--- src/rtl/rfe_pkg.sv ---
// ----------------------------------------------------------------------------
// rfe_pkg
// Shared types and codes for the rectangle fill engine.
// ----------------------------------------------------------------------------
package rfe_pkg;

	typedef enum logic [1:0] {
		CMD_WRITE = 2'd0,
		CMD_READ  = 2'd1,
		CMD_TICK  = 2'd2
	} cmd_t;

	typedef enum logic [2:0] {
		SEL_CONTROL = 3'd0,
		SEL_STATUS  = 3'd1,
		SEL_CLEAR   = 3'd2,
		SEL_COLOUR  = 3'd3,
		SEL_ADDRESS = 3'd4,
		SEL_OFFSET  = 3'd5,
		SEL_LINE    = 3'd6
	} sel_t;

	localparam int unsigned USER_IN_W = 5;
	localparam int unsigned DATA_IN_W = 32;
	localparam int unsigned DATA_OUT_W = 88;
	localparam int unsigned LINE_LSB = 16;

	typedef struct packed {
		cmd_t        command;
		sel_t        reg_select;
		logic [31:0] write_data;
	} item_t;

	typedef struct packed {
		logic        busy_res;
		logic [15:0] mem_data;
		logic [31:0] mem_address;
		logic        mem_write;
		logic [31:0] read_data;
	} result_t;

endpackage

--- src/rtl/rectangle_fill_engine_top.sv ---
// ----------------------------------------------------------------------------
// rectangle_fill_engine_top
// Rectangle fill engine: stream of bus commands in, one result word out each.
//
// channel  dir  handshake          payload
// s_       in   s_tvalid/s_tready  s_tuser: command, reg_select; s_tdata: write_data
// m_       out  m_tvalid/m_tready  m_tdata: read_data .. busy_res
//
// One word in per cycle while the result is not stalled, one word out per word in; each
// word passes an input register, then a result register. The register file and fill walker
// update in the cycle a word leaves the input register.
// Reset clears the engine registers and both valid flags; the block is ready at once.
// A stalled result holds; the input register still fills behind it.
// ----------------------------------------------------------------------------
module rectangle_fill_engine_top #(
	parameter int unsigned PIXEL_COUNT_BITS = 14
) (
	input  logic                                clk,
	input  logic                                arst_n,
	input  logic                                s_tvalid,
	output logic                                s_tready,
	input  logic [rfe_pkg::DATA_IN_W-1:0]       s_tdata,  // write_data[31:0]
	input  logic [rfe_pkg::USER_IN_W-1:0]       s_tuser,  // command[1:0], reg_select[4:2]
	output logic                                m_tvalid,
	input  logic                                m_tready,
	output logic [rfe_pkg::DATA_OUT_W-1:0]      m_tdata   // read_data[31:0], mem_write[32],
	                                                      // mem_address[64:33],
	                                                      // mem_data[80:65], busy_res[81]
);

	logic             valid_s1;
	rfe_pkg::item_t   item_s1;
	logic             advance;
	rfe_pkg::result_t result;
	rfe_pkg::result_t result_s2;
	logic             valid_s2;

	assign advance  = valid_s1 && (!valid_s2 || m_tready);
	assign s_tready = !valid_s1 || advance;

	always_ff @(posedge clk or negedge arst_n) begin
		if (!arst_n) begin
			valid_s1 <= 1'b0;
		end else if (s_tready) begin
			valid_s1 <= s_tvalid;
		end
	end

	always_ff @(posedge clk) begin
		if (s_tready && s_tvalid) begin
			item_s1.command    <= rfe_pkg::cmd_t'(s_tuser[1:0]);
			item_s1.reg_select <= rfe_pkg::sel_t'(s_tuser[4:2]);
			item_s1.write_data <= s_tdata;
		end
	end

	rfe_engine #(
		.PIXEL_COUNT_BITS(PIXEL_COUNT_BITS)
	) u_engine (
		.clk    (clk),
		.arst_n (arst_n),
		.step   (advance),
		.item   (item_s1),
		.result (result)
	);

	always_ff @(posedge clk or negedge arst_n) begin
		if (!arst_n) begin
			valid_s2 <= 1'b0;
		end else if (!valid_s2 || m_tready) begin
			valid_s2 <= valid_s1;
		end
	end

	always_ff @(posedge clk) begin
		if (advance)
			result_s2 <= result;
	end

	assign m_tvalid = valid_s2;
	assign m_tdata  = {6'd0, result_s2};

endmodule

--- src/rtl/rfe_engine.sv ---
// ----------------------------------------------------------------------------
// rfe_engine
// Register file, fill walker and one-word result logic of the fill engine.
// ----------------------------------------------------------------------------
module rfe_engine #(
	parameter int unsigned PIXEL_COUNT_BITS = 14
) (
	input  logic             clk,
	input  logic             arst_n,
	input  logic             step,
	input  rfe_pkg::item_t   item,
	output rfe_pkg::result_t result
);

	logic [15:0]                 colour_q, colour_d;
	logic [31:0]                 base_q, base_d;
	logic [15:0]                 offset_q, offset_d;
	logic [PIXEL_COUNT_BITS-1:0] ppl_q, ppl_d;
	logic [15:0]                 lines_q, lines_d;
	logic                        running_q, running_d;
	logic                        done_q, done_d;
	logic [31:0]                 addr_q, addr_d;
	logic [PIXEL_COUNT_BITS-1:0] col_q, col_d;
	logic [15:0]                 row_q, row_d;

	logic [PIXEL_COUNT_BITS-1:0] col_inc;
	logic [15:0]                 row_inc;
	logic [31:0]                 line_step;

	assign col_inc   = col_q + 1'b1;
	assign row_inc   = row_q + 1'b1;
	assign line_step = 32'd2 + {15'd0, offset_q, 1'b0};

	always_comb begin
		colour_d  = colour_q;
		base_d    = base_q;
		offset_d  = offset_q;
		ppl_d     = ppl_q;
		lines_d   = lines_q;
		running_d = running_q;
		done_d    = done_q;
		addr_d    = addr_q;
		col_d     = col_q;
		row_d     = row_q;
		result    = '0;
		unique case (item.command)
			rfe_pkg::CMD_WRITE: begin
				if (item.reg_select == rfe_pkg::SEL_CLEAR) begin
					if (item.write_data[0])
						done_d = 1'b0;
				end else if (!running_q) begin
					unique case (item.reg_select)
						rfe_pkg::SEL_CONTROL: begin
							if (item.write_data[0]) begin
								if (ppl_q == '0 || lines_q == '0) begin
									done_d = 1'b1;
								end else begin
									running_d = 1'b1;
									addr_d    = base_q;
									col_d     = '0;
									row_d     = '0;
								end
							end
						end
						rfe_pkg::SEL_COLOUR:  colour_d = item.write_data[15:0];
						rfe_pkg::SEL_ADDRESS: base_d   = item.write_data;
						rfe_pkg::SEL_OFFSET:  offset_d = item.write_data[15:0];
						rfe_pkg::SEL_LINE: begin
							ppl_d   = item.write_data[rfe_pkg::LINE_LSB +: PIXEL_COUNT_BITS];
							lines_d = item.write_data[15:0];
						end
						default: ;
					endcase
				end
			end
			rfe_pkg::CMD_READ: begin
				unique case (item.reg_select)
					rfe_pkg::SEL_CONTROL: result.read_data = {31'd0, running_q};
					rfe_pkg::SEL_STATUS:  result.read_data = {31'd0, done_q};
					rfe_pkg::SEL_COLOUR:  result.read_data = {16'd0, colour_q};
					rfe_pkg::SEL_ADDRESS: result.read_data = base_q;
					rfe_pkg::SEL_OFFSET:  result.read_data = {16'd0, offset_q};
					rfe_pkg::SEL_LINE: begin
						result.read_data = {(16)'(ppl_q), lines_q};
					end
					default: result.read_data = '0;
				endcase
			end
			rfe_pkg::CMD_TICK: begin
				if (running_q) begin
					result.mem_write   = 1'b1;
					result.mem_address = addr_q;
					result.mem_data    = colour_q;
					if (col_inc == ppl_q) begin
						col_d  = '0;
						row_d  = row_inc;
						addr_d = addr_q + line_step;
						if (row_inc == lines_q) begin
							running_d = 1'b0;
							done_d    = 1'b1;
						end
					end else begin
						col_d  = col_inc;
						addr_d = addr_q + 32'd2;
					end
				end
			end
			default: ;
		endcase
		result.busy_res = running_d;
	end

	always_ff @(posedge clk or negedge arst_n) begin
		if (!arst_n) begin
			colour_q  <= '0;
			base_q    <= '0;
			offset_q  <= '0;
			ppl_q     <= '0;
			lines_q   <= '0;
			running_q <= 1'b0;
			done_q    <= 1'b0;
			addr_q    <= '0;
			col_q     <= '0;
			row_q     <= '0;
		end else if (step) begin
			colour_q  <= colour_d;
			base_q    <= base_d;
			offset_q  <= offset_d;
			ppl_q     <= ppl_d;
			lines_q   <= lines_d;
			running_q <= running_d;
			done_q    <= done_d;
			addr_q    <= addr_d;
			col_q     <= col_d;
			row_q     <= row_d;
		end
	end

endmodule

--- config.mk ---
export PLATFORM = sky130hd
export DESIGN_NAME = rectangle_fill_engine_top
export DESIGN_NICKNAME = d
export VERILOG_FILES = /design/src/rtl/rfe_pkg.sv /design/src/rtl/rectangle_fill_engine_top.sv /design/src/rtl/rfe_engine.sv
export SDC_FILE = /design/constraint.sdc
export NUM_CORES = 1
export LEC_CHECK = 0
export ABC_AREA = 1
export BUFFER_PORTS_ARGS = -buffer_cell sky130_fd_sc_hd__buf_2
export CAP_MARGIN = 15
export CORE_MARGIN = 2
export CORE_UTILIZATION = 50
export CTS_BUF_LIST = sky130_fd_sc_hd__clkbuf_2 sky130_fd_sc_hd__clkbuf_4 sky130_fd_sc_hd__clkbuf_8
export CTS_CLUSTER_DIAMETER = 120
export DETAILED_ROUTE_END_ITERATION = 10
export HOLD_SLACK_MARGIN = 0.08
export PLACE_DENSITY = 0.73
export SYNTH_ARGS = -nofsm -noshare
export SYNTH_HDL_FRONTEND = slang
export SYNTH_SLANG_ARGS = --single-unit
export TNS_END_PERCENT = 50
--- constraint.sdc ---
create_clock -name clk -period 8.96 [get_ports clk]
set_input_delay 1.792 -clock clk [delete_from_list [all_inputs] [get_ports clk]]
set_output_delay 1.792 -clock clk [all_outputs]
set_load 0.005 [all_outputs]
==> results of run 1 <==
==> cell usage in the layout, fill, tap and decap left out, types with 4 or more instances in the layout <==
cell	count
o21ai_0	114
buf_2	123
nor3_1	25
nand2_1	527
nor4_1	14
edfxtp_1	119
clkbuf_8	53
nand2_2	4
nand3b_1	7
clkbuf_4	20
xor2_1	42
inv_1	205
buf_4	15
nand4_1	35
o21ai_1	17
a41oi_1	13
clkinv_1	5
nand3_1	167
conb_1	6
o21bai_1	5
ha_1	35
o22ai_1	11
nor2_1	205
dfrtp_1	160
nor2_2	7
xnor2_1	10
a21oi_1	60
==> area by class of cell <==
class	count	area, um2	share of cell area
sequential	279	7580	0.443
clock buffer	73	880	0.0515
multi-input combinational	1331	6490	0.380
inverter	209	785	0.0459
antenna	1	2.50	0.000146
clock inverter	13	114	0.00666
tap	390	488	0.0285
timing repair buffer	140	759	0.0444
==> cell families after synthesis <==
| group | share of synthesized area |
|---|---|
| other | 0.000248 |
| and+or+nand+nor | 0.282 |
| adders and majority gates | 0.0303 |
| AOI/OAI and AO/OA | 0.0839 |
| buffers and inverters | 0.0729 |
| DFF | 0.501 |
| xor gates and xnor gates | 0.0301 |
==> worst max-delay path: stages <==
cell	delay (ns)
buf_2	0.08
inv_1	0.07
a21oi_4	0.22
nand2_1	0.13
nor4_1	0.25
nand2_1	0.09
buf_4	0.29
inv_2	0.58
nand4_1	0.76
o21ai_0	0.40
==> power breakdown <==
part	internal, W	leakage, nW	switching, W
combinational	0.000418	3.91	0.000824
clock	0.000658	0.524	0.000531
sequential	0.00157	3.30	0.000274
total	0.00265	7.74	0.00163
==> final timing paths <==
| check | from | to | slack (ns) | cells after the start |
|---|---|---|---|---|
| setup / recovery | m_tready | u_engine.row_q[15]$_DFFE_PN0P_ | 4.75 | 10 |
| max in group asynchronous | arst_n | u_engine.addr_q[6]$_DFFE_PN0P_ | 6.16 | 2 |
| hold / removal | u_engine.colour_q[4]$_DFFE_PN0P_ | u_engine.colour_q[4]$_DFFE_PN0P_ | 0.49 | 2 |
| hold reg to reg | u_engine.colour_q[4]$_DFFE_PN0P_ | u_engine.colour_q[4]$_DFFE_PN0P_ | 0.49 | 2 |
| setup reg to reg | item_s1[34]$_DFFE_PP_ | u_engine.row_q[15]$_DFFE_PN0P_ | 5.38 | 11 |
| min in group asynchronous | arst_n | u_engine.base_q[17]$_DFFE_PN0P_ | 1.27 | 1 |
==> layer usage <==
| layer | global-route usage | wire length, um | part of all wire |
|---|---|---|---|
| met1 | 0.398 | 19100 | 0.43 |
| met2 | 0.422 | 19300 | 0.44 |
| met3 | 0.0587 | 3970 | 0.090 |
| met4 | 0.111 | 1670 | 0.038 |
| met5 | 0 | 0 | 0 |
==> stage by stage <==
stage	hold slack [ns]	utilization
global placement	0.470	0.541
detailed placement	0.475	0.541
finish	0.490	0.575
CTS	0.490	0.574
floorplan	0.447	-
global route	0.528	0.575
==> state kept, by name, summed over array words and instances, names as in the netlist <==
register,cells
item_s1,37
m_tdata,82
m_tvalid,1
u_engine.addr_q,32
u_engine.base_q,32
u_engine.col_q,14
u_engine.colour_q,16
u_engine.done_q,1
u_engine.lines_q,16
u_engine.offset_q,16
u_engine.ppl_q,14
u_engine.row_q,16
u_engine.running_q,1
valid_s1,1
==> metrics.md, run 1 <==
| Metric | Value |
|---|---|
| Outcome | `completed` |
| Peak supply drop | `~0.13 mV` |
| #FFs+latches synth | `~280` |
| CTS Buf Count | `46` |
| Fin area | `between 15000 and 20000 um2` |
| Fin crit share | `0.470` |
| Setup TNS Final | `0 ns` |
| Slew HR | `0.257` |
| Vias per inst | `around 5.5` |
| ANT nets after route | `0` |
| Final Hold Vio Count | `0` |
| Fillers | `about 2700` |
| Initial Util | `0.509` |
| Clock transition at path regs | `0.06 ns` |
| Initial DRC Count | `roughly 1300` |
| CTS tree | `done` |
| # IOs | `131` |
| Inst Count DP | `2348` |
| CTS sink cnt | `279` |
| Leak | `7.74 nW` |
| Max cap viols | `0` |
| Worst Setup End Kind | `flop` |
| Total number of yosys warnings | `0` |
| Async SR Flop Fraction | `0.573` |
| Synth cell types | `46` |
| Clock buffer depth | `3` |
| DRC Markers | `0` |
| Post-synth top area share | `0.265` |
| Final setup margin | `roughly 4.7 ns` |
| All-Layer GR Usage | `0.281` |
| Initial antenna violation count | `0` |
| Largest net degree at the start of global routing | `87` |
| Final Non-Filler Cells | `between 2000 and 2500` |
| Critical Path RT | `~9.4 ns` |
| GR Overflow Total | `0` |
| Tot Pwr | `0.00428 W` |
| Area after DPL | `16100 um2` |
| Detailed-router iteration count before antenna repair | `5` |
| Cell Area, Synth | `15100 um2` |
| CP Class | `in -> reg` |
| Critical Path AT | `roughly 4.7 ns` |
| Placement row count | `63` |
| H-Tree Depth | `2` |
| Worst slew pin tran | `between 1 and 1.5 ns` |
| Power per cell area | `roughly 250 nW/um2` |
| Largest area contributor in the netlist | `dfrtp_1` |
| Syn Area/Cell | `8.03 um2` |
| Via Count | `13510` |
| Skew final | `approximately 0.027 ns` |
| Sequential fraction of the synthesis area | `0.501` |
| Core area | `just under 30000 um2` |
| Cells after Synth | `approximately 1900` |
| CTS Hold Bufs | `0` |
| Hold Crit Class | `reg -> reg` |
| Die area | `31700 um2` |
| Vias in the first global route | `around 12000` |
| Routed wire per std cell | `18.1 um` |
| WL final | `44000 um` |
| Slew Viols, Final | `0` |
| IO Port Bufs | `124` |
| First-pass GRT wire length | `approximately 70000 um` |
| Post_cts resized | `0` |
| Die H | `about 180 um` |
| Fmax | `~240 MHz` |
| Area grow syn2layout | `13.0%` |
| Post-synth EDFFs | `~120` |
| Clk_lat worst skew | `0.59 ns` |
| Final HPWL DP | `approximately 32000 um` |
| Main flop type after synthesis | `dfrtp_1` |
| CP Launch Type | `primary input` |
| Most common cell in the synthesized netlist | `nand2_1` |
| Dominant cells by area after synthesis | `dfrtp_1 (26%), edfxtp_1 (24%), nand2_1 (13%)` |
| Die width | `roughly 180 um` |
| Placer Congestion | `0.984` |
| CTS root buf | `clkbuf_8` |
| Unrepaired setup endpoints after global routing | `false` |
| Minimum clock period | `between 4 and 5 ns` |
| Worst Path Max Fanout | `50` |
| Nets@finish | `2084` |
| Final setup violation count | `0` |
| Share of cells above drive strength 1 | `0.122` |
| Most instantiated cells after synthesis | `nand2_1 (527), nor2_1 (206), inv_1 (205)` |
| Setup WS pre-CTS | `4.19 ns` |
| Post-CTS setup buffers | `0` |
Note: power is estimated with default switching activity, not from simulation.
==> inputs of run 2 (changes only) <==
--- a/config.mk
+++ b/config.mk
@@ -5,7 +5,7 @@
 export SDC_FILE = /design/constraint.sdc
 export NUM_CORES = 1
 export LEC_CHECK = 0
-export ABC_AREA = 1
+export ABC_AREA = 0
 export BUFFER_PORTS_ARGS = -buffer_cell sky130_fd_sc_hd__buf_2
 export CAP_MARGIN = 15
 export CORE_MARGIN = 2
==> constraint.sdc (replaced) <==
create_clock -name clk -period 4 [get_ports clk]
set_input_delay 0.8 -clock clk [delete_from_list [all_inputs] [get_ports clk]]
set_output_delay 0.8 -clock clk [all_outputs]
set_load 0.005 [all_outputs]
==> metrics.md, run 2 <==
| Metric | Value |
|---|---|
| Outcome | `completed` |
| Main flop type after synthesis | `dfrtp_1` |
| Slew HR | `0.347` |
| Die area | `a little under 30000 um2` |
| Largest register FFs | `just over 80` |
| CTS tree | `done` |
| Worst Setup End Kind | `flop` |
| Power per cell area | `496 nW/um2` |
| CP Class | `reg -> reg` |
| Post_cts resized | `0` |
| Initial DRC Count | `between 1000 and 1500` |
| Slew Viols, Final | `0` |
| CTS root buf | `clkbuf_8` |
| Hold WS | `approximately 0.16 ns` |
| Area grow syn2layout | `14.2%` |
| DRC Markers | `0` |
| Hold Crit Class | `in -> async` |
| Setup TNS Final | `0 ns` |
| Commonest cells after routing, fill and taps aside | `dfrtp_1 (160), buf_2 (123), edfxtp_1 (119), and3_1 (95), mux2_2 (94)` |
| ANT nets after route | `0` |
| P_sw | `0.00245 W` |
| WL final | `between 30000 and 40000 um` |
| Initial antenna violation count | `0` |
| Switch share | `0.307` |
| Crit path to | `u_engine.addr_q[28]$_DFFE_PN0P_` |
| Core area | `around 28000 um2` |
| Peak supply drop | `around 0.26 mV` |
| Commonest non-fill, non-tap cell in the layout | `dfrtp_1` |
| Most instantiated cells after synthesis | `dfrtp_1 (160), edfxtp_1 (119), and3_1 (95)` |
| Clock power frac | `0.327` |
| Total number of yosys warnings | `0` |
| Routed wire per std cell | `between 20 and 25 um` |
| Post-synth top area share | `0.284` |
| Post-synth EDFFs | `between 100 and 150` |
| Final Hold Vio Count | `0` |
| Vias per inst | `a little over 6` |
| Largest area contributor in the netlist | `dfrtp_1` |
| # IOs | `131` |
| All-Layer GR Usage | `0.249` |
| Die width | `approximately 170 um` |
| Syn Area/Cell | `between 10 and 15 um2` |
| Logic pwr share | `0.193` |
| Placer Congestion | `a little over 0.9` |
| Placement row count | `61` |
| End of the worst register-to-register path | `u_engine.addr_q[28]$_DFFE_PN0P_` |
| Fmax | `between 200 and 300 MHz` |
| Die H | `between 150 and 200 um` |
| Synth cell types | `75` |
| Async SR Flop Fraction | `0.573` |
| Critical Path RT | `between 4 and 5 ns` |
| CP Launch Type | `flop` |
| CTS sink cnt | `approximately 280` |
| Minimum clock period | `3.54 ns` |
| Vias in the first global route | `between 10000 and 15000` |
| Fin crit share | `0.886` |
| Via Count | `around 11000` |
| Initial Util | `0.508` |
| Critical Path Source | `u_engine.addr_q[1]$_DFFE_PN0P_` |
| CTS Buf Count | `46` |
| Clk_lat worst skew | `around 0.57 ns` |
| H-Tree Depth | `2` |
| Largest net degree at the start of global routing | `between 80 and 90` |
| CTS Hold Bufs | `0` |
| First-pass GRT wire length | `roughly 58000 um` |
| GR Overflow Total | `0` |
| Sequential share of power | `0.480` |
| Sequential fraction of the synthesis area | `0.537` |
| Reg-to-reg startpoint | `u_engine.addr_q[1]$_DFFE_PN0P_` |
| Detailed-router iteration count before antenna repair | `6` |
| Cells after Synth | `between 1000 and 1500` |
| Worst slew pin tran | `0.979 ns` |
| Clock buffer depth | `3` |
| R2r setup slk | `0.46 ns` |
| Max cap viols | `0` |
| Skew final | `approximately 0.016 ns` |
| Worst Path Max Fanout | `14` |
| Post-CTS setup buffers | `0` |
| Tot Pwr | `~0.008 W` |
| Clock transition at path regs | `around 0.06 ns` |
| Ant diodes | `0` |
| Cell Area, Synth | `between 10000 and 15000 um2` |
| Final HPWL DP | `approximately 24000 um` |
| Reg2reg path depth | `14` |
| Leak | `6.97 nW` |
| Nets@finish | `about 1400` |
| Final setup violation count | `0` |
| Unrepaired setup endpoints after global routing | `false` |
| Dominant cells by area after synthesis | `dfrtp_1 (28%), edfxtp_1 (25%), mux2_2 (7.5%)` |
| IO Port Bufs | `about 120` |
| Internal | `between 0.005 and 0.006 W` |
| Critical Path AT | `between 3 and 4 ns` |
| Most common cell in the synthesized netlist | `dfrtp_1` |
| Share of cells above drive strength 1 | `0.252` |
| #FFs+latches synth | `279` |
-- run 2: final cells by class --
type | instances | area, um2
clock buffers | 72 | 872
clock inverters | 14 | 97.6
inverters | 20 | 78.8
multi-input cells | 869 | 6150
well taps | 378 | 473
fillers | 2356 | 11700
flip-flops and latches | 279 | 7580
repair buffers | 152 | 862
-- run 2: worst min path at each step --
stage,start,endpoint,slack [ns]
after floorplan,item_s1[22]$_DFFE_PP_,u_engine.ppl_q[6]$_DFFE_PN0P_,0.45
after global routing,arst_n,u_engine.row_q[7]$_DFFE_PN0P_,0.17
final,arst_n,u_engine.row_q[7]$_DFFE_PN0P_,0.16
after CTS,arst_n,u_engine.addr_q[19]$_DFFE_PN0P_,0.15
after detailed placement,item_s1[31]$_DFFE_PP_,u_engine.base_q[31]$_DFFE_PN0P_,0.47
after global placement,item_s1[31]$_DFFE_PP_,u_engine.base_q[31]$_DFFE_PN0P_,0.46
-- run 2: through the flow --
stage / utilization / setup WS (ns) / cells / cell area (um2)
floorplan: - / 0.338 / 1254 / 14100
global placement: 0.545 / 0.595 / 1698 / 15100
detailed placement: 0.545 / 0.552 / 1698 / 15100
CTS: 0.580 / 0.491 / 1784 / 16100
global route: 0.580 / 0.0401 / 1784 / 16100
finish: 0.580 / 0.456 / 1784 / 16100
-- run 2: power groups by stage --
stage	clock network [W]	registers (W)	logic (W)
floorplan	0	0.00370	0.00115
CTS	0.00266	0.00382	0.00154
global route	0.00278	0.00388	0.00174
global placement	0	0.00386	0.00148
detailed placement	0	0.00387	0.00153
finish	0.00261	0.00383	0.00155
-- run 2: cell families after synthesis --
logic type,count (synthesis),share of synthesized area
adder cells (fa/ha/maj),36,0.0325
AND/OR/NAND/NOR,364,0.143
buffers and inverters,106,0.0315
flip-flops,279,0.537
XOR/XNOR,47,0.0292
AO/OA/AOI/OAI,318,0.148
multiplexers,98,0.0785
other,1,0.000266
-- run 2: layer usage --
layer	wire length (um)	GRT usage	vias to the layer above	share of wire
met4	765	0.0683	0	0.021
met3	2910	0.0474	58	0.080
met1	16500	0.369	5372	0.45
met5	0	0	-	0
met2	16100	0.374	458	0.44
li1	-	-	4986	-
-- run 2: critical path, stage by stage, from the launching register on --
cell      delay [ns]
dfrtp_1         0.44
inv_1           0.12
ha_1            0.17
inv_1           0.05
ha_1            0.21
fa_1            0.44
a211oi_1        0.46
o21a_1          0.22
o21ai_0         0.12
o21ai_0         0.19
buf_4           0.16
o21ai_0         0.07
mux2_4          0.35
a311oi_1        0.35
nor3_2          0.07
==> inputs of run 3 (changes only) <==
--- a/config.mk
+++ b/config.mk
@@ -8,13 +8,15 @@
 export ABC_AREA = 0
 export BUFFER_PORTS_ARGS = -buffer_cell sky130_fd_sc_hd__buf_2
 export CAP_MARGIN = 15
+export CELL_PAD_IN_SITES_DETAIL_PLACEMENT = 0
+export CELL_PAD_IN_SITES_GLOBAL_PLACEMENT = 1
 export CORE_MARGIN = 2
 export CORE_UTILIZATION = 50
 export CTS_BUF_LIST = sky130_fd_sc_hd__clkbuf_2 sky130_fd_sc_hd__clkbuf_4 sky130_fd_sc_hd__clkbuf_8
 export CTS_CLUSTER_DIAMETER = 120
 export DETAILED_ROUTE_END_ITERATION = 10
 export HOLD_SLACK_MARGIN = 0.08
-export PLACE_DENSITY = 0.73
+export PLACE_DENSITY = 0.87
 export SYNTH_ARGS = -nofsm -noshare
 export SYNTH_HDL_FRONTEND = slang
 export SYNTH_SLANG_ARGS = --single-unit
==> constraint.sdc (replaced) <==
create_clock -name clk -period 3.8 [get_ports clk]
set_input_delay 0.76 -clock clk [delete_from_list [all_inputs] [get_ports clk]]
set_output_delay 0.76 -clock clk [all_outputs]
set_load 0.005 [all_outputs]
==> metrics.md, run 3 (synthesized netlist as in run 2, its figures left out) <==
| Metric | Value |
|---|---|
| Worst slew pin tran | `~0.92 ns` |
| CP Launch Type | `flop` |
| WL final | `roughly 36000 um` |
| Initial Util | `0.508` |
| Unrepaired setup endpoints after global routing | `false` |
| Sequential share of power | `0.480` |
| GR Overflow Total | `0` |
| Tot Pwr | `0.00845 W` |
| Die H | `around 170 um` |
| R2r setup slk | `~0.33 ns` |
| Switch share | `0.311` |
| Minimum clock period | `between 3 and 4 ns` |
| IO Port Bufs | `about 120` |
| Internal | `a little under 0.006 W` |
| H-Tree Depth | `2` |
| All-Layer GR Usage | `0.254` |
| Crit path to | `u_engine.addr_q[28]$_DFFE_PN0P_` |
| Logic pwr share | `0.191` |
| Placement row count | `61` |
| Commonest non-fill, non-tap cell in the layout | `dfrtp_1` |
| Power per cell area | `525 nW/um2` |
| Final Core Density | `0.580` |
| Clock power frac | `0.329` |
| Skew final | `between 0.02 and 0.03 ns` |
| CP Class | `reg -> reg` |
| First-pass GRT wire length | `a little under 60000 um` |
| Commonest cells after routing, fill and taps aside | `dfrtp_1 (160), buf_2 (123), edfxtp_1 (119), and3_1 (95), mux2_2 (94)` |
| Critical Path RT | `4.26 ns` |
| Slew Viols, Final | `0` |
| Via Count | `roughly 11000` |
| Peak supply drop | `around 0.36 mV` |
| Setup TNS Final | `0 ns` |
| Final setup violation count | `0` |
| Outcome | `completed` |
| Fmax | `about 290 MHz` |
| Share of cells above drive strength 1 | `0.246` |
| Die area | `about 30000 um2` |
| # IOs | `about 130` |
| Clock buffer depth | `3` |
| Hold Crit Class | `in -> async` |
| CTS tree | `done` |
| Critical Path Source | `u_engine.addr_q[2]$_DFFE_PN0P_` |
| Largest net degree at the start of global routing | `67` |
| Reg-to-reg startpoint | `u_engine.addr_q[2]$_DFFE_PN0P_` |
| Worst Path Max Fanout | `14` |
| Largest register FFs | `about 80` |
| Initial antenna violation count | `2` |
| Final HPWL DP | `24800 um` |
| Slew HR | `0.383` |
| End of the worst register-to-register path | `u_engine.addr_q[28]$_DFFE_PN0P_` |
| Worst Setup End Kind | `flop` |
| Vias in the first global route | `10585` |
| CTS sink cnt | `~280` |
| Leak | `about 7 nW` |
| Clock transition at path regs | `~0.060 ns` |
| CTS root buf | `clkbuf_8` |
| P_sw | `between 0.002 and 0.003 W` |
| Detailed-router iteration count before antenna repair | `5` |
| Max cap viols | `0` |
| Area grow syn2layout | `14.2%` |
| Core area | `~28000 um2` |
| Routed wire per std cell | `slightly above 20 um` |
| Ant diodes | `0` |
| DRC Markers | `0` |
| Nets@finish | `around 1400` |
| CTS Buf Count | `48` |
| Initial DRC Count | `approximately 900` |
| Hold WS | `approximately 0.19 ns` |
| Clk_lat worst skew | `~0.58 ns` |
| Reg2reg path depth | `11` |
| Placer Congestion | `between 0.8 and 0.9` |
| ANT nets after route | `0` |
| Critical Path AT | `about 3.9 ns` |
| Final Hold Vio Count | `0` |
| Vias per inst | `6.01` |
| Die width | `approximately 170 um` |
| Fin crit share | `0.912` |
-- run 3: changes by cell type in the layout (fill, tap and decap cells not counted), sizes merged --
cell / change
clkinvlp: -1
inv: +2
clkbuf: -11
bufinv: +2
clkinv: +11
-- run 3: per-stage QoR --
step	cell area, um2	setup WS (ns)	cells
floorplan	14100	0.178	1254
global placement	15100	0.252	1698
detailed placement	15100	0.238	1698
CTS	16100	0.192	1787
global route	16100	0.0771	1787
finish	16100	0.333	1787
-- run 3: worst min-delay path by stage --
| stage | depth (start not counted) | endpoint | from | slack, ns |
|---|---|---|---|---|
| 4_1_cts | 1 | u_engine.addr_q[15]$_DFFE_PN0P_ | arst_n | 0.20 |
| 3_3_place_gp | 1 | u_engine.base_q[30]$_DFFE_PN0P_ | item_s1[30]$_DFFE_PP_ | 0.46 |
| 6_report | 1 | u_engine.addr_q[19]$_DFFE_PN0P_ | arst_n | 0.19 |
| 5_1_grt | 1 | u_engine.addr_q[19]$_DFFE_PN0P_ | arst_n | 0.22 |
| 2_1_floorplan | 2 | u_engine.ppl_q[6]$_DFFE_PN0P_ | item_s1[22]$_DFFE_PP_ | 0.45 |
| 3_5_place_dp | 1 | u_engine.base_q[31]$_DFFE_PN0P_ | item_s1[31]$_DFFE_PP_ | 0.46 |
-- run 3: power groups by stage --
stage / logic, W / clock network, W / registers, W
detailed placement: 0.00160 / 0 / 0.00410
global route: 0.00182 / 0.00296 / 0.00411
CTS: 0.00161 / 0.00284 / 0.00404
floorplan: 0.00121 / 0 / 0.00389
global placement: 0.00156 / 0 / 0.00407
finish: 0.00162 / 0.00278 / 0.00406
-- run 3: final cells by class --
type / count / area (um2)
fill: 2394 / 11700
inverter: 20 / 78.8
sequential: 279 / 7580
multi-input combinational: 869 / 6140
clock buffer: 61 / 758
tap: 378 / 473
timing repair buffer: 152 / 875
clock inverter: 28 / 211
-- run 3: worst max-delay path, stage by stage (launching register included) --
cell	delay [ns]
dfrtp_1	0.42
ha_1	0.31
ha_1	0.24
fa_1	0.43
a211oi_1	0.43
o21a_1	0.20
o21ai_0	0.12
o21ai_1	0.28
o21ai_0	0.12
mux2_4	0.36
a311oi_1	0.34
nor3_2	0.08
-- run 3: metal layers --
layer	routed length [um]	GRT usage
met3	2620	0.0554
met2	16000	0.375
met5	0	0
met4	922	0.0800
met1	16900	0.375
-- run 3: what timing repair did --
action	in CTS	in global routing
resized for setup	0	1
setup endpoints to repair	0	4
hold buffers	0	0
buffers inserted	0	0
